**src/rtl/core/srtq_ram.sv**
```systemverilog
module srtq_ram #(
	parameter int WIDTH = 8,
	parameter int DEPTH = 64
) (
	input  logic                     clk,
	input  logic                     we,
	input  logic [$clog2(DEPTH)-1:0] waddr,
	input  logic [WIDTH-1:0]         wdata,
	input  logic [$clog2(DEPTH)-1:0] raddr,
	output logic [WIDTH-1:0]         rdata
);

	logic [WIDTH-1:0] mem_q [DEPTH];

	always_ff @(posedge clk) begin
		if (we) begin
			mem_q[waddr] <= wdata;
		end
		rdata <= mem_q[raddr];
	end

endmodule

```
**config.mk**
```make
export PLATFORM = sky130hd
export DESIGN_NAME = srtq_ram
export DESIGN_NICKNAME = d
export VERILOG_FILES = /design/src/rtl/core/srtq_ram.sv
export SDC_FILE = /design/constraint.sdc
export NUM_CORES = 1
export LEC_CHECK = 0
export ABC_AREA = 1
export BUFFER_PORTS_ARGS = -buffer_cell sky130_fd_sc_hd__buf_2
export CAP_MARGIN = 25
export CORE_MARGIN = 2
export CORE_UTILIZATION = 62
export CTS_BUF_LIST = sky130_fd_sc_hd__clkbuf_8 sky130_fd_sc_hd__clkbuf_16
export DETAILED_ROUTE_END_ITERATION = 10
export PLACE_DENSITY = 0.85
export SYNTH_ARGS = -nofsm -noshare
export SYNTH_HDL_FRONTEND = slang
export SYNTH_SLANG_ARGS = --single-unit
```
**constraint.sdc**
```tcl
create_clock -name clk -period 3.68 [get_ports clk]
set_input_delay 0.736 -clock clk [delete_from_list [all_inputs] [get_ports clk]]
set_output_delay 0.736 -clock clk [all_outputs]
set_load 0.02 [all_outputs]
```
==> metrics.yaml, run 1 <==
grtUsageMet1_pct: 39.79
numCtsBuffers: 51
clock.fmax_ghz: 0.3957
drtAntennaViolNets: 0
dieArea_sq_um: 35920
ys_ff_latch: 520
synth_cell_types: 16
first_global_vias: 13990
synthAdderAreaFrac_pct: 0
antenna_found_initial: 2
critPathArrivalTime_ns: 2.72
die_w_um: 189.5
holdWs_ns: 0.5059
final_hold_viol_count: 0
nets: 1851
clk_pin_slew_ns: 0.06
power_density_nw_per_um2: 531.6
period_share_pct: 68.68
root_buffer: "clkbuf_16"
p_comb_share_pct: 6.3
cp-start-kind: "input pin"
status: "finished clean"
drc: 0
io-pin-count: 30
synth_edf_count: 512
htreeDepth: 2
grt_use_total_pct: 29.87
netSwitchingPower_w: 0.002753
rsz0062_at_grt: "false"
fin_crit_ns: 2.527
ctsHoldBuffers: 0
grt_util_met3_pct: 6.006
synth_area_sq_um: 21340
required_ns: 3.87
finalSetupViolations: 0
tightest_slew_ns: 0.8988
drtIter0Drc: 2311
drv_cap: 0
io_buffers: 29
cts_tree: "yes"
end_kind: "register"
fillers: 2151
mostFrequentLayoutCell: "nand2_1"
setup_tns_ns: 0
grt_pass1_wl_um: 80700
clock_power_share_pct: 40.9
vias_per_cell: 6.260
clk_latency_ns: 0.57
die_y_um: 189.5
final_cell_mix: "648 x nand2_1, 512 x edfxtp_1, 439 x nand3_1"
synthArstFlopShare_pct: 0
core.rowCount: 67
slew_violations: 0
dr.pass1.iters: 8
path_class: "in2reg"
ctsResizeCount: 0
use_met2_pct: 48.39
core_sq_um: 33700
vias: 14530
seqPwrFrac_pct: 52.8
synth.area.mux_share_pct: 0
path_max_fanout: 9
hpwlAfterDp_um: 30340
synth_flop_cell: "edfxtp_1"
p_int_w: 0.009697
synth_xor_area_share_pct: 0
avgSynthCellArea_sq_um: 11.82
cts.sinks: 520
ir_drop_v: 0.0004149
grt_max_degree: 187
synth_top_area_share_pct: 72.05
grt_overflow: 0
grt-busiest-layer: "met2"
postCtsSetupBuffers: 0
syn_to_final_growth_pct: 9.751
leakagePower_nw: 8.524
swShare_pct: 22.11
place_congestion: 0.8951
wire_per_inst_um: 22.82
dpl.cell_count: 2224
finClkSkew_ns: 0.01852
ys_seq_area_share_pct: 72.80
synth_top_family_by_area: "simple AND/OR/NAND/NOR gates"
synth_compound_area_share_pct: 0
synthSimpleGateAreaFrac_pct: 23.18
fin_cells: 2321
max_slew_margin_pct: 39.86
synth_area_leaders: "edfxtp_1 72%, nand2_1 11%, nand3_1 10%, buf_6 1.8%, nor2_1 0.99%"
yosys_warnings: 0
cts_buffer_depth: 3
syn_nets: 1827
layout-drive-gt1-share_pct: 8.765
yosysTopAreaCell: "edfxtp_1"
drt_wl_total_um: 52960
synthCells: 1805
hold_class: "in2reg"
initial_core_util_pct: 63.32
-- sequential cells by signal, summed over array words and instances (netlist names) --
| register | count |
|---|---|
| mem_q | 512 |
| rdata | 8 |
-- worst max-delay path, stage by stage --
cell     delay (ns)
buf_2          0.16
inv_1          0.21
nand4_1        0.69
nor2_1         0.91
-- cells by family after synthesis --
kind of cell,Yosys count
buffers and inverters,125
flip-flops,520
AND/OR/NAND/NOR,1160
-- cells in the mapped netlist, types with 2 or more instances --
cell type	number
clkbuf_1	15
buf_8	2
buf_2	37
buf_1	10
nand3_1	439
dfxtp_1	8
nor4_1	8
edfxtp_1	512
buf_6	35
nor2_1	56
buf_4	14
inv_1	10
nand2_1	648
nand4_1	9
-- path summary, 6_finish.rpt --
check	start	to	slack, ns	depth (start not counted)
worst max register to register	mem_q[27][3]$_DFFE_PP_	rdata[3]$_DFF_P_	2.29	8
worst min register to register	mem_q[0][3]$_DFFE_PP_	rdata[3]$_DFF_P_	0.82	8
worst max-delay path	waddr[1]	mem_q[21][3]$_DFFE_PP_	1.15	4
worst min-delay path	raddr[5]	rdata[1]$_DFF_P_	0.51	3
-- through the flow --
| stage | total power, W | setup WS, ns | util (%) | area (sq um) |
|---|---|---|---|---|
| after floorplan | 0.007167 | 1.178 | - | 21340 |
| after global placement | 0.007424 | 0.7335 | 64.51 | 21740 |
| after detailed placement | 0.007455 | 0.6778 | 64.59 | 21770 |
| after CTS | 0.01243 | 1.270 | 69.48 | 23420 |
| after global routing | 0.01274 | 1.101 | 69.50 | 23420 |
| final | 0.01245 | 1.153 | 69.50 | 23420 |
-- per-layer routing --
| metal | vias up | share of wire (%) |
|---|---|---|
| met5 | - | 0 |
| met4 | 0 | 4.4 |
| met3 | 183 | 12 |
| met2 | 1092 | 49 |
| met1 | 6853 | 35 |
| li1 | 6402 | - |
-- power groups by stage --
stage | Combinational [W] | Clock (W) | Sequential (W)
after CTS | 0.000760 | 0.00509 | 0.00658
after global placement | 0.000723 | 0 | 0.00670
after floorplan | 0.000461 | 0 | 0.00671
after detailed placement | 0.000753 | 0 | 0.00670
after global routing | 0.000837 | 0.00533 | 0.00658
final | 0.000780 | 0.00509 | 0.00658
-- layout make-up --
cell class	count	area [sq um]	share of cell area [%]
clock inverters	42	320.3	1.368
diodes	2	5.005	0.02137
inverters	12	52.55	0.2244
repair buffers	84	674.4	2.880
well taps	448	560.5	2.393
clock buffers	53	1326	5.663
multi-input cells	1160	4946	21.12
flip-flops and latches	520	15530	66.33
Power figures use the tool's default switching activity.
==> run 2: changes to the inputs <==
--- a/config.mk
+++ b/config.mk
@@ -9,10 +9,10 @@
 export BUFFER_PORTS_ARGS = -buffer_cell sky130_fd_sc_hd__buf_2
 export CAP_MARGIN = 25
 export CORE_MARGIN = 2
-export CORE_UTILIZATION = 62
+export CORE_UTILIZATION = 57
 export CTS_BUF_LIST = sky130_fd_sc_hd__clkbuf_8 sky130_fd_sc_hd__clkbuf_16
 export DETAILED_ROUTE_END_ITERATION = 10
-export PLACE_DENSITY = 0.85
+export PLACE_DENSITY = 0.82
 export SYNTH_ARGS = -nofsm -noshare
 export SYNTH_HDL_FRONTEND = slang
 export SYNTH_SLANG_ARGS = --single-unit
==> constraint.sdc (replaced) <==
create_clock -name clk -period 2.2 [get_ports clk]
set_input_delay 0.44 -clock clk [delete_from_list [all_inputs] [get_ports clk]]
set_output_delay 0.44 -clock clk [all_outputs]
set_load 0.02 [all_outputs]
==> run 2 against run 1 <==
Cell area grew 2.5%. Sequential share of layout area shrank 1.6 points. Clock power grew 61%. Combinational power grew 76%. Largest cell class unchanged. Largest power group unchanged.
==> metrics.yaml, run 2 (synthesis gave the netlist of run 1 again) <==
status: "finished clean"
grt_pass1_wl_um: 81560
finClkSkew_ns: 0.01578
required_ns: 2.71
finalSetupViolations: 0
ff2ff_setup_slack_ns: 0.69
p_int_w: 0.01592
drt_wl_total_um: 53200
path_cells: "buf_6, inv_6, buf_12, nand2_1, nand3_1, nand3_1, nand2_1, nand2_1, nand3_1, nand3_1, nand2_1"
grt_use_total_pct: 27.83
critPathArrivalTime_ns: 2.24
clk_pin_slew_ns: 0.06
drc: 0
dieArea_sq_um: 39000
clk_latency_ns: 0.58
slowest_stage: "buf_12"
ir_drop_v: 0.0006961
syn_to_final_growth_pct: 12.51
total_power_w: 0.02058
place_congestion: 0.8955
seqPwrFrac_pct: 53.4
die_w_um: 197.5
postCtsSetupBuffers: 0
critPathBufInv: 3
ctsResizeCount: 0
core.rowCount: 70
antenna_found_initial: 4
die_y_um: 197.5
hold_class: "in2reg"
power_density_nw_per_um2: 857.1
timing.rr.start: "mem_q[58][5]$_DFFE_PP_"
fillers: 2512
first_global_vias: 14480
mostFrequentLayoutCell: "nand2_1"
cts.sinks: 520
swShare_pct: 22.62
netSwitchingPower_w: 0.004655
grt_max_degree: 87
startpoint: "raddr[0]"
leakagePower_nw: 8.879
path_class: "in2reg"
top_regs: "mem_q: 512 flops, rdata: 8 flops"
cts_tree: "yes"
end_kind: "register"
numCtsBuffers: 50
cp_slowest_stage_delay_ns: 0.34
grt_overflow: 0
htreeDepth: 2
clock.fmax_ghz: 0.5752
p_comb_share_pct: 6.7
crit_cells: 11
rr_endpoint: "rdata[5]$_DFF_P_"
wire_per_inst_um: 22.13
drtAntennaViolNets: 0
vias_per_cell: 6.124
io_buffers: 29
tightest_slew_ns: 0.7380
dr.pass1.iters: 7
path_max_fanout: 86
regMostFlops: "mem_q"
period_share_pct: 79.02
final_cell_mix: "648 x nand2_1, 512 x edfxtp_1, 439 x nand3_1"
dpl.cell_count: 2307
io-pin-count: 30
vias: 14720
reg2regPathDepth: 8
rsz0062_at_grt: "false"
final_hold_viol_count: 0
layout-drive-gt1-share_pct: 11.80
max_slew_margin_pct: 50.80
core_sq_um: 36700
setup_tns_ns: 0
drv_cap: 0
ctsHoldBuffers: 0
hpwlAfterDp_um: 31470
cp-start-kind: "input pin"
cts_buffer_depth: 3
largest_reg_flops: 512
drtIter0Drc: 2092
fin_cells: 2404
nets: 1913
initial_core_util_pct: 58.15
clock_power_share_pct: 39.9
fin_crit_ns: 1.738
final_core_util_pct: 65.42
endpoint: "rdata[2]$_DFF_P_"
slew_violations: 0
root_buffer: "clkbuf_16"
critPathTopFamily: "simple AND/OR/NAND/NOR gates"
-- run 2: cell count changes in the layout (fill, tap and decap cells not counted), sizes merged --
cell / change
buf: +63
bufinv: -3
clkbuf: +2
clkinvlp: -2
diode: +2
clkinv: +1
-- run 2: power groups by stage --
stage	Clock, W	Sequential [W]	Combinational (W)
after global routing	0.00865	0.0110	0.00148
after global placement	0	0.0112	0.00129
final	0.00821	0.0110	0.00137
after CTS	0.00828	0.0110	0.00135
after detailed placement	0	0.0112	0.00133
after floorplan	0	0.0112	0.000771
-- run 2: layout make-up --
| type | instances | area [sq um] | share of cell area [%] |
|---|---|---|---|
| clock buffers | 55 | 1331 | 5.545 |
| clock inverters | 38 | 234.0 | 0.9745 |
| inverters | 12 | 52.55 | 0.2189 |
| repair buffers | 147 | 1315 | 5.477 |
| diodes | 4 | 10.01 | 0.04169 |
| flip-flops and latches | 520 | 15530 | 64.70 |
| multi-input cells | 1160 | 4946 | 20.60 |
| well taps | 468 | 585.6 | 2.439 |
-- run 2: through the flow --
| step | worst slack, ns | instance area, sq um | hold WS (ns) |
|---|---|---|---|
| detailed placement | 0.03221 | 22430 | 0.7615 |
| floorplan | -0.006116 | 21340 | 0.5389 |
| global route | 0.4379 | 24000 | 0.1782 |
| finish | 0.4616 | 24010 | 0.1817 |
| CTS | 0.5417 | 24000 | 0.1674 |
| global placement | 0.1521 | 22430 | 0.7514 |
-- run 2: per-layer routing --
metal  track usage (%)  wire length (um)  vias to the layer above
met1             36.82             19100                     7021
met5                 0                13                        -
met2             44.64             25330                     1018
met3             6.334              6572                      158
li1                  -                 -                     6523
met4             12.09              2181                        2
-- run 2: worst min path at each step --
stage / start / slack (ns) / depth (start not counted) / endpoint
final: wdata[0] / 0.18 / 1 / mem_q[1][0]$_DFFE_PP_
after global routing: wdata[0] / 0.18 / 1 / mem_q[1][0]$_DFFE_PP_
after CTS: wdata[0] / 0.17 / 1 / mem_q[1][0]$_DFFE_PP_
after detailed placement: wdata[0] / 0.76 / 1 / mem_q[38][0]$_DFFE_PP_
after global placement: wdata[0] / 0.75 / 1 / mem_q[38][0]$_DFFE_PP_
after floorplan: wdata[0] / 0.54 / 0 / mem_q[0][0]$_DFFE_PP_
==> run 3: changes to the inputs <==
==> constraint.sdc (replaced) <==
create_clock -name clk -period 1.4 [get_ports clk]
set_input_delay 0.28 -clock clk [delete_from_list [all_inputs] [get_ports clk]]
set_output_delay 0.28 -clock clk [all_outputs]
set_load 0.02 [all_outputs]
==> run 3 against run 2 <==
The flow now finishes with violations (setup timing). Global-route usage rose by 0.58 points. Count of clock-buffer cells in the layout fell by 2. Total power rose by 58%. Cell count rose by 1.1%. Via count rose by 1.3%. Sequential share of layout area fell by 2.2 points. First-iteration DRC count fell by 6.2%. Combinational power rose by 79%. Critical path type is now reg2reg.
==> metrics.yaml, run 3 (synthesis gave the netlist of run 1 again) <==
swShare_pct: 22.45
cts.sinks: 520
core.rowCount: 70
htreeDepth: 2
hold_class: "in2reg"
syn_to_final_growth_pct: 16.55
leakagePower_nw: 9.141
drv_cap: 0
ctsHoldBuffers: 0
grt_overflow: 0
core_sq_um: 36700
fillers: 2321
grt_pass1_wl_um: 83580
die_y_um: 197.5
fin_ws_ns: -0.01133
cts_tree: "yes"
wire_per_inst_um: 22.27
cp_common_cell: "nand3_1"
top_regs: "mem_q: 512 flops, rdata: 8 flops"
io_buffers: 29
total_power_w: 0.03258
whs_path_depth: 3
period_share_pct: 100.8
reg2regPathDepth: 8
drtIter0Drc: 1963
clk_pin_slew_ns: 0.06
p_int_w: 0.02527
clock.fmax_ghz: 0.7086
initial_core_util_pct: 58.15
seqPwrFrac_pct: 53.0
hpwlAfterDp_um: 32540
setup_tns_ns: -0.01133
drt_wl_total_um: 54140
final_cell_mix: "647 x nand2_1, 512 x edfxtp_1, 436 x nand3_1"
tightest_slew_ns: 0.8152
root_buffer: "clkbuf_16"
path_max_fanout: 1
clk_latency_ns: 0.57
finalSetupViolations: 1
end_kind: "register"
io-pin-count: 30
finClkSkew_ns: 0.02354
vias_per_cell: 6.135
numCtsBuffers: 49
fin_cells: 2431
rsz0062_at_grt: "true"
failed_checks: "setup timing"
netSwitchingPower_w: 0.007317
grt_max_degree: 77
fin_crit_ns: 1.411
die_w_um: 197.5
power_density_nw_per_um2: 1310
hp-start: "raddr[5]"
critPathArrivalTime_ns: 1.84
nets: 1944
critPathTopFamily: "simple AND/OR/NAND/NOR gates"
grt_use_total_pct: 28.42
final_core_util_pct: 67.77
path_class: "reg2reg"
ir_drop_v: 0.001021
place_ws_ns: -0.3599
cp_slowest_stage_delay_ns: 0.38
slowest_stage: "edfxtp_1"
dpl.cell_count: 2339
p_comb_share_pct: 7.5
status: "finished, violations left"
place_congestion: 0.8621
min_to: "rdata[5]$_DFF_P_"
dieArea_sq_um: 39000
cp-start-kind: "register"
critPathBufInv: 0
layout-drive-gt1-share_pct: 15.60
ff2ff_setup_slack_ns: -0.01
dr.pass1.iters: 7
regMostFlops: "mem_q"
mostFrequentLayoutCell: "nand2_1"
drc: 0
postCtsSetupBuffers: 0
required_ns: 1.83
slew_violations: 0
final_hold_viol_count: 0
max_slew_margin_pct: 45.45
drtAntennaViolNets: 0
path_cells: "nand2_1, nand3_1, nand3_1, nand2_1, nand2_1, nand3_1, nand3_1, nand2_2"
largest_reg_flops: 512
cts_buffer_depth: 3
first_global_vias: 14350
antenna_found_initial: 4
vias: 14910
timing.rr.start: "mem_q[53][3]$_DFFE_PP_"
clock_power_share_pct: 39.4
rr_endpoint: "rdata[3]$_DFF_P_"
run 3: worst reg2reg max path, cell delays in order (launching register included):
cell and delay (ns):
edfxtp_1 0.38, nand2_1 0.09, nand3_1 0.14, nand3_1 0.13, nand2_1 0.07, nand2_1 0.06
nand3_1 0.13, nand3_1 0.16, nand2_2 0.10
run 3: how the worst max path moves through the flow:
stage	slack, ns	cells after the start	endpoint	start
final	-0.01	8	rdata[3]$_DFF_P_	mem_q[53][3]$_DFFE_PP_
after detailed placement	-0.36	13	rdata[2]$_DFF_P_	raddr[0]
after global routing	0.0007	8	rdata[4]$_DFF_P_	mem_q[58][4]$_DFFE_PP_
after CTS	0.01	1	rdata[0]	rdata[0]$_DFF_P_
after floorplan	-0.43	3	mem_q[48][0]$_DFFE_PP_	we
after global placement	-0.36	13	rdata[2]$_DFF_P_	raddr[0]
run 3: layout make-up:
cell class	count	area [sq um]	area share, %
Tap cell	468	585.6	2.354
Clock inverter	38	255.2	1.026
Sequential cell	520	15540	62.48
Clock buffer	53	1304	5.242
Inverter	12	71.32	0.2868
Timing Repair Buffer	179	1856	7.461
Multi-Input combinational cell	1160	5256	21.13
Antenna cell	1	2.502	0.01006
run 3: power by group through the flow:
stage          sequential [W]  clock, W  combinational (W)
2_1_floorplan          0.0176         0            0.00129
3_3_place_gp           0.0176         0            0.00229
3_5_place_dp           0.0176         0            0.00237
4_1_cts                0.0173    0.0129            0.00241
5_1_grt                0.0173    0.0134            0.00262
6_report               0.0173    0.0128            0.00245
run 3: per-stage QoR:
step                      hold slack, ns  area [sq um]
after global routing              0.1126         24870
after detailed placement          0.6813         23290
after global placement            0.6746         23290
final                             0.1136         24870
after CTS                        0.08839         24860
after floorplan                   0.3789         21750
run 3: layer usage:
layer	share of wire [%]	GRT usage (%)	wire length [um]	vias to the layer above
met5	0.050	0	27	-
met4	3.5	9.663	1887	4
met3	12	4.832	6415	153
met2	48	46.40	26140	1042
met1	36	39.15	19660	7119
li1	-	-	-	6595
run 3: timing repair:
item,4_1_cts,5_1_grt
setup endpoints to repair,4,4
endpoints found under the hold margin,0,0
resized for setup,7,3
